[config.mk]
export PLATFORM = sky130hd
export DESIGN_NAME = mcp_mul
export DESIGN_NICKNAME = d
export VERILOG_FILES = /design/src/mcp_pkg.sv /design/src/mcp_mul.sv
export SDC_FILE = /design/constraint.sdc
export NUM_CORES = 2
export LEC_CHECK = 0
export BUFFER_PORTS_ARGS = -buffer_cell sky130_fd_sc_hd__buf_2
export CAP_MARGIN = 20
export CORE_ASPECT_RATIO = 1.25
export CORE_UTILIZATION = 37
export CTS_BUF_LIST = sky130_fd_sc_hd__clkbuf_4
export CTS_CLUSTER_DIAMETER = 30
export CTS_CLUSTER_SIZE = 30
export DETAILED_ROUTE_END_ITERATION = 8
export HOLD_SLACK_MARGIN = 0.08
export RECOVER_POWER = 50
export SLEW_MARGIN = 15
export SYNTH_ARGS = -nofsm -noshare
export SYNTH_HDL_FRONTEND = slang
export SYNTH_SLANG_ARGS = --single-unit
[constraint.sdc]
create_clock -name clk_i -period 10.7 [get_ports clk_i]
set_clock_uncertainty 0.1 [all_clocks]
set_input_delay 1.07 -clock clk_i [delete_from_list [all_inputs] [get_ports clk_i]]
set_output_delay 1.07 -clock clk_i [all_outputs]
set_load 0.01 [all_outputs]
[src/mcp_pkg.sv]
// Shared types and constants for the Monte Carlo call payoff averaging core.
// No dependencies; every other file in src imports this package.
package mcp_pkg;

  // Datapath widths
  localparam int unsigned CFG_W     = 32;
  localparam int unsigned CFG_IDX_W = 3;
  localparam int unsigned MUL_W     = 32;
  localparam int unsigned SUM_W     = 64;
  localparam int unsigned EXP_W     = 44;
  localparam int unsigned RED_BITS  = 5;

  // Register map
  typedef enum logic [CFG_IDX_W-1:0] {
    CFG_SPOT      = 3'd0,
    CFG_STRIKE    = 3'd1,
    CFG_DRIFT     = 3'd2,
    CFG_DIFFUSION = 3'd3,
    CFG_DISCOUNT  = 3'd4
  } cfg_idx_e;

  // Register reset values
  localparam logic        [15:0] SPOT_RST      = 16'd100;
  localparam logic        [15:0] STRIKE_RST    = 16'd110;
  localparam logic signed [31:0] DRIFT_RST     = 32'sd0;
  localparam logic        [30:0] DIFFUSION_RST = 31'd53687091;
  localparam logic        [31:0] DISCOUNT_RST  = 32'd2022380289;

  // Exponential constants: ln 2 in Q.32, bias that keeps the reduced argument
  // positive (12 * ln 2), clamp limit of x in Q.28, last Taylor order.
  localparam logic        [31:0] LN2_Q32     = 32'd2977044472;
  localparam logic        [4:0]  K_BIAS      = 5'd12;
  localparam logic        [36:0] RED_OFFSET  = 37'd35724533664;
  localparam logic signed [36:0] X_LIMIT     = 37'sd2147483648;
  localparam logic        [32:0] ONE_Q32     = 33'h1_0000_0000;
  localparam logic        [3:0]  TAYLOR_LAST = 4'd14;

  typedef struct packed {
    logic signed [31:0] normal_sample;
    logic               last_sample;
  } mcp_in_t;

  typedef struct packed {
    logic [47:0] option_price;
    logic        sum_saturated;
  } mcp_out_t;

  // floor(2^32 / i) for the Taylor divisors 2..14
  function automatic logic [31:0] mcp_recip(input logic [3:0] i);
    logic [31:0] r;
    case (i)
      4'd2:    r = 32'h8000_0000;
      4'd3:    r = 32'h5555_5555;
      4'd4:    r = 32'h4000_0000;
      4'd5:    r = 32'h3333_3333;
      4'd6:    r = 32'h2AAA_AAAA;
      4'd7:    r = 32'h2492_4924;
      4'd8:    r = 32'h2000_0000;
      4'd9:    r = 32'h1C71_C71C;
      4'd10:   r = 32'h1999_9999;
      4'd11:   r = 32'h1745_D174;
      4'd12:   r = 32'h1555_5555;
      4'd13:   r = 32'h13B1_3B13;
      4'd14:   r = 32'h1249_2492;
      default: r = 32'h0000_0000;
    endcase
    return r;
  endfunction

endpackage

[src/mcp_mul.sv]
// Shared 32x32 unsigned multiplier with registered product.
// Depends on mcp_pkg for the operand width.
module mcp_mul (
  input  logic                             clk_i,
  input  logic [mcp_pkg::MUL_W-1:0]        a_i,
  input  logic [mcp_pkg::MUL_W-1:0]        b_i,
  output logic [2*mcp_pkg::MUL_W-1:0]      p_o
);
  import mcp_pkg::*;

  logic [2*MUL_W-1:0] p_q;

  always_ff @(posedge clk_i) begin
    p_q <= (2*MUL_W)'(a_i) * (2*MUL_W)'(b_i);
  end

  assign p_o = p_q;

endmodule

==> reports/metrics.csv <==
metric;value;unit
status;complete, no violations;
# fillers;9523;
Critical Path Start Type;primary input;
grt total ovfl;0;
Setup CP Type;in2reg;
Critical path buffers and inverters;4;
leading cell type in the layout, fill and taps excluded;fa_1;
Max stage delay on crit path;0.74;ns
Seq cells post-synth;64;
TritonCTS Buffers;9;
Yosys warning count;0;
dpl hpwl;80.0;mm
Die X;276;um
# DRC;0;
Setup crit end;p_o[62];
clock tree from TritonCTS;done;
Port-buffer cells;128;
vias in the first global route;27551;
count of cell types in the netlist;57;
Tot GR Track Use;0.223;
most frequent cells in the layout;fa_1 (896), inv_1 (865), and2_1 (601);
Worst Setup End Kind;register;
Final GP Congestion;0.918;
ys async rst share;0;
Critical Path AT;9.24;ns
largest net degree at the start of global routing;33;
CTS sink cnt;64;
crit path cell chain;buf_2 -> nand2_1 -> fa_1 -> inv_1 -> fa_1 -> fa_1 -> fa_1 -> fa_1 -> fa_1 -> fa_1 -> inv_1 -> fa_1 -> inv_1 -> ha_1 -> nand4_1 -> or4_1 -> or3_1 -> a31oi_1 -> a31o_2 -> a211oi_1 -> o21ai_1 -> xor2_1;
Nets;4900;
Post-synth EDFFs;0;
CP dominant cell by count;fa_1;
clock tree buffer depth;2;
crit-path leading delay family;adder cells;
maxcap violations;0;
Least-Margin Pin Slew;1.38;ns
Starting DRT DRC Count;1245;
critical path depth;22;
Slew Limit Fails;0;
layout cells sized above 1;0.0288;
clock root cell;clkbuf_4;
final worst-path cycle share;0.828;
Clock Pin Slew Worst Setup and Hold Paths;0.15;ns
initial antenna violation count;5;
Setup crit start;b_i[24];
io pins;129;
Post-Syn Instances;3748;
via count;24751;
wire per inst;20.5;um
Initial Utilization;0.373;
crit path max fanout;32;
Syn Nets;4972;
Largest register FFs;64;
Cell Rows;125;
syn_area_per_cell;9.25;sq um
DRT Wirelength;100;mm
slew margin rel.;0.0777;
Post-Syn Area;34700;sq um
Area Growth Syn to Fin;4.14;%
Fin Setup TNS;0;ns
WP data required;11.08;ns
first-pass GRT wire length;159;mm
post_cts resized;0;
ys flop type;dfxtp_1;
DR pass1 iterations;5;
Post-CTS Setup Inserts;0;
minimum clock period;8.86;ns
RSZ-0062 raised after global routing;no;
type of the tightest min-delay check;in2reg;
FMAX;0.113;GHz
Post-DRT Antenna Nets;0;
Die Ht;344;um
H-tree Lvls;3;
Fin. Hold Viols;0;
slowest CP cell;buf_2;
hold_buf cts;0;
core area;92900;sq um
Final setup viols;0;
full die area;95000;sq um
drt via density;5.06;
Seq/Total Area, Yosys;0.0369;
## stage by stage
stage	area, sq um	worst slack, ns	hold WS [ns]	utilization	instances
2_1_floorplan	34700	2.78	1.10	-	3748
3_5_place_dp	36100	1.40	1.36	0.388	4871
5_1_grt	36100	1.59	1.06	0.389	4890
4_1_cts	36200	1.99	1.04	0.389	4887
6_report	36100	1.84	1.08	0.389	4893
3_3_place_gp	36100	1.45	1.36	0.388	4871
## worst min path at each step
| stage | start | endpoint | slack, ns | depth (start not counted) |
|---|---|---|---|---|
| after floorplan | b_i[0] | p_o[0] | 1.10 | 1 |
| after global placement | p_o[1] | p_o[1] | 1.36 | 1 |
| after detailed placement | p_o[57] | p_o[57] | 1.36 | 1 |
| after CTS | b_i[0] | p_o[0] | 1.04 | 2 |
| after global routing | b_i[0] | p_o[0] | 1.06 | 2 |
| final | b_i[0] | p_o[0] | 1.08 | 2 |
## layout make-up
cell class,count,area [sq um],share of cell area
tap,1206,1510,0.0418
multi-input combinational,2599,29300,0.812
inverter,865,3250,0.0899
timing repair buffer,137,627,0.0174
clock buffer,9,67.6,0.00187
clock inverter,7,48.8,0.00135
antenna,6,15.0,0.000416
sequential,64,1280,0.0355
## cells by family (layout without fill, tap and decap cells)
logic type               count (synthesis)  in the layout  synth area share
AO/OA/AOI/OAI                          202            202            0.0415
AND/OR/NAND/NOR                       1177           1177             0.176
flip-flops                              64             64            0.0369
XOR/XNOR                                60             60            0.0152
buffers and inverters                 1085           1018             0.118
other                                    0              6                 0
multiplexers                             1              1          0.000289
adder cells (fa/ha/maj)               1159           1159             0.612
## Yosys cell counts, drive strengths merged, types with 2 or more instances
library cell    n  share of area
fa            896           0.52
inv           865          0.094
and2          602           0.11
nand2         480          0.052
ha            263          0.095
clkbuf        213          0.023
a21oi          66         0.0099
dfxtp          64          0.037
a21o           40         0.0087
xnor2          35         0.0088
o21ai          26         0.0038
xor2           25         0.0063
nand4          23         0.0041
nor2           20         0.0022
and3           14         0.0025
a31oi          12         0.0022
o21bai         11         0.0025
nand3          10         0.0014
o21a            9         0.0019
buf             7        0.00097
nor3            7         0.0010
o31ai           5         0.0023
a221o           4         0.0012
a221oi          4         0.0025
a211oi          3        0.00065
a21boi          3        0.00065
and4            3        0.00076
o221ai          3        0.00076
or2             3        0.00054
or3             3        0.00054
or4             3        0.00065
a311oi          2        0.00051
and3b           2        0.00051
nand2b          2        0.00036
nor2b           2        0.00036
o211ai          2        0.00043
o221a           2        0.00065
## metal layers
layer | track usage | vias up | part of all wire
met5 | 0 | - | 0
met4 | 0.121 | 0 | 0.062
met3 | 0.0241 | 218 | 0.039
met2 | 0.412 | 668 | 0.54
met1 | 0.248 | 13158 | 0.36
li1 | - | 10707 | -
Power is left out: the tool's default activity adds up to more than one toggle a clock period on the data nets, which glitch-free logic cannot reach.
