<file path="config.mk">
export PLATFORM = sky130hd
export DESIGN_NAME = mcp_div
export DESIGN_NICKNAME = d
export VERILOG_FILES = /design/src/mcp_pkg.sv /design/src/mcp_div.sv
export SDC_FILE = /design/constraint.sdc
export NUM_CORES = 1
export LEC_CHECK = 0
export BUFFER_PORTS_ARGS = -buffer_cell sky130_fd_sc_hd__buf_2
export CORE_AREA = 2 2 165 86
export CTS_BUF_LIST = sky130_fd_sc_hd__clkbuf_16
export DETAILED_ROUTE_END_ITERATION = 10
export DIE_AREA = 0 0 167 88
export PLACE_DENSITY = 0.69
export SYNTH_ARGS = -nofsm -noshare
export SYNTH_HDL_FRONTEND = slang
export SYNTH_SLANG_ARGS = --single-unit
</file>
<file path="constraint.sdc">
create_clock -name clk_i -period 5.8 [get_ports clk_i]
set_input_delay 1.16 -clock clk_i [delete_from_list [all_inputs] [get_ports clk_i]]
set_output_delay 1.16 -clock clk_i [all_outputs]
set_load 0.01 [all_outputs]
</file>
<file path="src/mcp_pkg.sv">
// Shared types and constants for the Monte Carlo call payoff averaging core.
// No dependencies; every other file in src imports this package.
package mcp_pkg;

  // Datapath widths
  localparam int unsigned CFG_W     = 32;
  localparam int unsigned CFG_IDX_W = 3;
  localparam int unsigned MUL_W     = 32;
  localparam int unsigned SUM_W     = 64;
  localparam int unsigned EXP_W     = 44;
  localparam int unsigned RED_BITS  = 5;

  // Register map
  typedef enum logic [CFG_IDX_W-1:0] {
    CFG_SPOT      = 3'd0,
    CFG_STRIKE    = 3'd1,
    CFG_DRIFT     = 3'd2,
    CFG_DIFFUSION = 3'd3,
    CFG_DISCOUNT  = 3'd4
  } cfg_idx_e;

  // Register reset values
  localparam logic        [15:0] SPOT_RST      = 16'd100;
  localparam logic        [15:0] STRIKE_RST    = 16'd110;
  localparam logic signed [31:0] DRIFT_RST     = 32'sd0;
  localparam logic        [30:0] DIFFUSION_RST = 31'd53687091;
  localparam logic        [31:0] DISCOUNT_RST  = 32'd2022380289;

  // Exponential constants: ln 2 in Q.32, bias that keeps the reduced argument
  // positive (12 * ln 2), clamp limit of x in Q.28, last Taylor order.
  localparam logic        [31:0] LN2_Q32     = 32'd2977044472;
  localparam logic        [4:0]  K_BIAS      = 5'd12;
  localparam logic        [36:0] RED_OFFSET  = 37'd35724533664;
  localparam logic signed [36:0] X_LIMIT     = 37'sd2147483648;
  localparam logic        [32:0] ONE_Q32     = 33'h1_0000_0000;
  localparam logic        [3:0]  TAYLOR_LAST = 4'd14;

  typedef struct packed {
    logic signed [31:0] normal_sample;
    logic               last_sample;
  } mcp_in_t;

  typedef struct packed {
    logic [47:0] option_price;
    logic        sum_saturated;
  } mcp_out_t;

  // floor(2^32 / i) for the Taylor divisors 2..14
  function automatic logic [31:0] mcp_recip(input logic [3:0] i);
    logic [31:0] r;
    case (i)
      4'd2:    r = 32'h8000_0000;
      4'd3:    r = 32'h5555_5555;
      4'd4:    r = 32'h4000_0000;
      4'd5:    r = 32'h3333_3333;
      4'd6:    r = 32'h2AAA_AAAA;
      4'd7:    r = 32'h2492_4924;
      4'd8:    r = 32'h2000_0000;
      4'd9:    r = 32'h1C71_C71C;
      4'd10:   r = 32'h1999_9999;
      4'd11:   r = 32'h1745_D174;
      4'd12:   r = 32'h1555_5555;
      4'd13:   r = 32'h13B1_3B13;
      4'd14:   r = 32'h1249_2492;
      default: r = 32'h0000_0000;
    endcase
    return r;
  endfunction

endpackage

</file>
<file path="src/mcp_div.sv">
// Restoring divider, one quotient bit per cycle while busy, for the end-of-run mean.
// Depends on mcp_pkg for the dividend width.
module mcp_div #(
  parameter int unsigned DIVISOR_W = 21
) (
  input  logic                       clk_i,
  input  logic                       rst_ni,
  input  logic                       start_i,
  input  logic [mcp_pkg::SUM_W-1:0]  dividend_i,
  input  logic [DIVISOR_W-1:0]       divisor_i,
  output logic                       done_o,
  output logic [mcp_pkg::SUM_W-1:0]  quotient_o
);
  import mcp_pkg::*;

  localparam int unsigned STEP_W = $clog2(SUM_W + 1);

  logic                 busy_q;
  logic                 done_q;
  logic [STEP_W-1:0]    step_q;
  logic [SUM_W-1:0]     quo_q;
  logic [DIVISOR_W-1:0] rem_q;
  logic [DIVISOR_W-1:0] dvs_q;

  logic [DIVISOR_W:0]   rem_sh;
  logic [DIVISOR_W:0]   rem_sub;
  logic                 ge;

  assign rem_sh  = {rem_q, quo_q[SUM_W-1]};
  assign ge      = rem_sh >= {1'b0, dvs_q};
  assign rem_sub = rem_sh - {1'b0, dvs_q};

  always_ff @(posedge clk_i or negedge rst_ni) begin
    if (!rst_ni) begin
      busy_q <= 1'b0;
      done_q <= 1'b0;
      step_q <= '0;
    end else begin
      done_q <= 1'b0;
      if (start_i) begin
        busy_q <= 1'b1;
        step_q <= STEP_W'(SUM_W);
      end else if (busy_q) begin
        step_q <= step_q - STEP_W'(1);
        if (step_q == STEP_W'(1)) begin
          busy_q <= 1'b0;
          done_q <= 1'b1;
        end
      end
    end
  end

  always_ff @(posedge clk_i) begin
    if (start_i) begin
      quo_q <= dividend_i;
      rem_q <= '0;
      dvs_q <= divisor_i;
    end else if (busy_q) begin
      quo_q <= {quo_q[SUM_W-2:0], ge};
      rem_q <= ge ? rem_sub[DIVISOR_W-1:0] : rem_sh[DIVISOR_W-1:0];
    end
  end

  assign done_o     = done_q;
  assign quotient_o = quo_q;

endmodule
</file>
==> results of run 1 <==
metal layers:
| layer | GRT usage, % | vias to the layer above |
|---|---|---|
| li1 | - | 2083 |
| met1 | 28.6 | 2096 |
| met2 | 26.9 | 150 |
| met3 | 6.87 | 10 |
| met4 | 4.78 | 0 |
| met5 | 0 | - |
synth_stat cells (all sizes together), types with 5 or more instances:
library cell,n
ha,23
a32oi,5
xor2,8
a21o,7
nor2,24
inv,31
dfxtp,21
a211oi,17
mux2i,14
buf,8
o21ai,17
xnor2,13
o211ai,6
a21oi,26
edfxtp,85
clkbuf,13
dfrtp,9
mux2,63
nand2,21
o21bai,6
nor3,5
cells by family (layout without fill, tap and decap cells):
family	after synthesis	count (layout)	share of synthesized area, %
flops	115	115	54.6
compound gates	105	105	12.4
mux	77	77	14.5
simple gates	76	76	6.24
buf+inv	52	216	3.87
fa+ha+maj	24	24	5.25
xor+xnor	21	21	3.14
path summary, 6_finish.rpt:
| path | from | to | slack (ns) | cells past startpoint |
|---|---|---|---|---|
| worst max-delay path | quotient_o[63] | rem_q[17] | 2.13 | 11 |
| worst min-delay path | rem_q[20] | rem_q[20] | 0.50 | 2 |
| worst max register to register | quotient_o[63] | rem_q[17] | 2.13 | 11 |
| worst min register to register | rem_q[20] | rem_q[20] | 0.50 | 2 |
| max in group asynchronous | rst_ni | step_q[3] | 5.02 | 1 |
| min in group asynchronous | rst_ni | step_q[2] | 0.59 | 1 |
area by class of cell:
type / count / area [um2]
flip-flops and latches: 115 / 3200
multi-input cells: 303 / 2430
repair buffers: 154 / 778
inverters: 31 / 116
clock inverters: 14 / 229
well taps: 176 / 220
clock buffers: 17 / 425
fillers: 1101 / 5850
state kept, by name, summed over array words and instances (netlist names):
signal,count
done_o,1
quotient_o,64
dvs_q,21
busy_q,1
rem_q,21
step_q,7
stage by stage:
step                cell area (um2)  total power [mW]
floorplan                      5860              1.86
global placement               6750              2.08
detailed placement             6750              2.11
CTS                            7400              3.28
global route                   7400              3.44
finish                         7400              3.28
critical path: stages, from the launching register on:
cell      delay (ns)
edfxtp_1        0.42
inv_1           0.08
ha_1            0.17
inv_1           0.05
fa_1            0.39
a21o_1          0.26
a221oi_4        0.34
a21oi_2         0.10
o211ai_2        0.26
and2_1          0.95
nand2b_1        0.36
o211ai_1        0.15
power breakdown:
part           switching [mW]  internal [mW]  total, mW  leakage (nW)
sequential              0.114           1.05       1.16          1.16
combinational           0.531          0.421      0.952          1.79
clock                   0.398          0.767       1.16         0.312
total                    1.04           2.24       3.28          3.26
==> flow_metrics.tcl, run 1 <==
set metrics [dict create \
    via_per_inst 5.36 \
    cts_setup_buffers 0 \
    grt_overflow 0 \
    numCtsBuffers 17 \
    via_count 4339 \
    seq_area_frac_synth_pct 54.6 \
    syn_avg_cell_area_um2 12.5 \
    drt_iter0_drc 316 \
    fmax_ghz 0.272 \
    grt_pass1_wl_um 22100 \
    setup-tns-final_ns 0 \
    nNetsFinal 734 \
    pre_cts_ws_ns 2.22 \
    final_util_pct 55.9 \
    yosysTopAreaCellShare_pct 43.6 \
    cts_root_buf "clkbuf_16" \
    power_leakage_nw 3.26 \
    hpwl_um 10200 \
    syn2layout_area_growth_pct 26.3 \
    start_util_pct 44.2 \
    cp.required_ns 6.07 \
    crit_type "flop to flop" \
    clock-sinks 115 \
    async_flop_share_pct 7.83 \
    cp-start-kind "flop" \
    htreeDepth 4 \
    layout_common_cells "buf_2, edfxtp_1, mux2_2" \
    synth_area_mm2 0.00586 \
    max_cap_violations 0 \
    cp-end-kind "flop" \
    synthFlopType "edfxtp_1" \
    yosys_warnings 0 \
    ys_seq_elements 115 \
    arrival_ns 3.94 \
    rows 30 \
    syn_inst 470 \
    hp-class "flop to flop" \
    cts_resized 0 \
    hold_viol_final 0 \
    power.density_mw_per_mm2 443 \
    wl_met3_um 1010 \
    antennaDiodeCount 0 \
    grt_usage_pct 19.4 \
    clkTransAtPathRegs_ns 0.06 \
    syn-num-nets 582 \
    mostFrequentLayoutCell "buf_2" \
    dieWidth_um 167 \
    gp_congestion 0.881 \
    grt_antenna_before_repair 0 \
    met2_wirelength_um 6160 \
    dp.cells 779 \
    path_max_fanout 23 \
    synth_edf_count 85 \
    die_h_um 88 \
    grt_max_degree 78 \
    portBuffers 152 \
    clock_skew_ns 0.0105 \
    die_area_mm2 0.0147 \
    grt_pass1_vias 4156 \
    finalWirelength_um 14300 \
    fin_cells 810 \
    worst_pin_slew_ns 1.16 \
    drc 0 \
    max_slew_margin_pct 22.8 \
    cts_tree "yes" \
    holdBufCountCts 0 \
    synthTopCellsByArea "edfxtp_1, mux2_2, dfxtp_1" \
    wl_met1_um 7010 \
    whs_ns 0.503 \
    drive_gt1_share_pct 40.2 \
    synth_area_leader_cell "edfxtp_1" \
    setup_violations 0 \
    num_io_pins 153 \
    fin_crit_sh_pct 63.3 \
    drv_slew 0 \
    clkLatencyLatePin_ns 0.41 \
    drt-wirelength-per-cell_um 17.6 \
    status "complete, no violations" \
    routed.top_layer "met4" \
    rsz0062_at_grt "no" \
    clk_path_buf_depth 2 \
    ir_worst_vdd_uv 190 \
    ant_nets 0 \
    first_pass_iters 5 \
    core_area_mm2 0.0133 \
    final.setup.worst_slack_ns 2.13 \
    synth_cell_types 55 \
    fin_crit_ns 3.67 \
]
(Power assumes the default switching activity.)
==> run 2, diff against run 1 <==
==> constraint.sdc (replaced) <==
create_clock -name clk_i -period 3.8 [get_ports clk_i]
set_input_delay 0.76 -clock clk_i [delete_from_list [all_inputs] [get_ports clk_i]]
set_output_delay 0.76 -clock clk_i [all_outputs]
set_load 0.01 [all_outputs]
==> run 2 against run 1 <==
Against the previous run:
- first-iteration DRC count shrank 23%
- total power increased by 48%
- hold slack got worse by 0.32 ns
- critical path type unchanged
- largest power group unchanged
==> flow_metrics.tcl, run 2 (synthesis gave the netlist of run 1 again) <==
set metrics [dict create \
    status "complete, no violations" \
    first_pass_iters 5 \
    mostFrequentLayoutCell "buf_2" \
    startpoint "quotient_o[63]" \
    portBuffers 152 \
    power_leakage_nw 3.28 \
    drive_gt1_share_pct 40.8 \
    clkLatencyLatePin_ns 0.42 \
    timing.rr.end "rem_q[16]" \
    numCtsBuffers 17 \
    ant_nets 0 \
    r2r_cells 12 \
    fillers 1127 \
    grt_overflow 0 \
    final-seq-area_mm2 0.00320 \
    arrival_ns 3.28 \
    max_slew_margin_pct 60.2 \
    largest_reg_flops 64 \
    drt_iter0_drc 242 \
    rsz0062_at_grt "no" \
    hpwl_um 10700 \
    holdBufCountCts 0 \
    cp.required_ns 4.08 \
    worst_pin_slew_ns 0.596 \
    via_count 4417 \
    ir_worst_vdd_uv 317 \
    fmax_ghz 0.334 \
    drc 0 \
    hold_viol_final 0 \
    syn2layout_area_growth_pct 26.2 \
    grt_pass1_vias 4261 \
    grt_antenna_before_repair 0 \
    layout_common_cells "buf_2, edfxtp_1, mux2_2" \
    fin_crit_ns 3.00 \
    die_area_mm2 0.0147 \
    final.setup.worst_slack_ns 0.802 \
    cp-endpoint "rem_q[16]" \
    clock_skew_ns 0.00913 \
    clkTransAtPathRegs_ns 0.06 \
    core_area_mm2 0.0133 \
    cts_resized 0 \
    fin_crit_sh_pct 78.9 \
    start_util_pct 44.2 \
    max_cap_violations 0 \
    num_io_pins 153 \
    drt-wirelength-per-cell_um 17.9 \
    hp-class "input pin to asynchronous set/reset pin" \
    clock-sinks 115 \
    drv_slew 0 \
    grt_max_degree 65 \
    setup-tns-final_ns 0 \
    rows 30 \
    htreeDepth 4 \
    via_per_inst 5.40 \
    die_h_um 88 \
    cp-start-kind "flop" \
    cp-end-kind "flop" \
    power.total_mw 4.85 \
    power.density_mw_per_mm2 657 \
    grt_pass1_wl_um 22300 \
    grt_usage_pct 19.7 \
    cts_tree "yes" \
    multi_input_area_mm2 0.00243 \
    gp_congestion 0.896 \
    pre_cts_ws_ns 0.858 \
    crit_type "flop to flop" \
    final_util_pct 55.8 \
    finalWirelength_um 14700 \
    worstReg2RegStart "quotient_o[63]" \
    r2r_slack_ns 0.80 \
    clk_path_buf_depth 2 \
    nNetsFinal 741 \
    cts_setup_buffers 0 \
    dieWidth_um 167 \
    setup_violations 0 \
    path_max_fanout 12 \
    cts_root_buf "clkbuf_16" \
    antennaDiodeCount 0 \
]
-- run 2: cell types whose count changed in the layout (fill, tap and decap cells not counted), sizes merged --
cell	delta
buf	+7
bufinv	-3
clkinv	+1
clkinvlp	-1
inv	+4
-- run 2: power by group --
group          switching, mW  leakage (nW)  internal, mW
Sequential             0.166          1.16          1.60
Clock                  0.612         0.290         0.971
Combinational          0.842          1.82         0.660
Total                   1.62          3.28          3.23
-- run 2: through the flow --
| stage | cell area [um2] | instances | hold WS [ns] |
|---|---|---|---|
| final | 7390 | 818 | 0.184 |
| after CTS | 7390 | 818 | 0.186 |
| after global placement | 6810 | 786 | 0.469 |
| after detailed placement | 6810 | 786 | 0.488 |
| after global routing | 7390 | 818 | 0.203 |
| after floorplan | 5860 | 470 | 0.450 |
-- run 2: layout make-up --
cell class / instances / area share [%]
multi-input combinational: 303 / 32.9
inverter: 31 / 1.57
timing repair buffer: 161 / 11.4
sequential: 115 / 43.3
clock inverter: 15 / 2.12
clock buffer: 17 / 5.75
tap: 176 / 2.98
-- run 2: per-layer routing --
layer  share of wire, %  vias up  global-route usage [%]
met5                  0        -                       0
met4                1.5        0                    7.92
met3                6.1       22                    4.79
met2                 42      162                    26.6
met1                 51     2133                    30.1
li1                   -     2100                       -
-- run 2: worst max-delay path: stages (launching register included) --
cell	delay [ns]
edfxtp_1	0.42
inv_1	0.08
ha_1	0.16
inv_1	0.06
fa_1	0.40
a21o_1	0.25
a221oi_4	0.33
a21oi_2	0.09
o211ai_2	0.27
and2_1	0.20
buf_4	0.21
nand2b_1	0.25
o21ai_0	0.15
-- run 2: worst min-delay path by stage --
| stage | from | end | slack [ns] | depth (start not counted) |
|---|---|---|---|---|
| 2_1_floorplan | rem_q[20] | rem_q[20] | 0.45 | 2 |
| 3_3_place_gp | rem_q[20] | rem_q[20] | 0.47 | 2 |
| 3_5_place_dp | rem_q[20] | rem_q[20] | 0.49 | 2 |
| 4_1_cts | rst_ni | busy_q | 0.19 | 1 |
| 5_1_grt | rst_ni | busy_q | 0.20 | 1 |
| 6_report | rst_ni | busy_q | 0.18 | 1 |
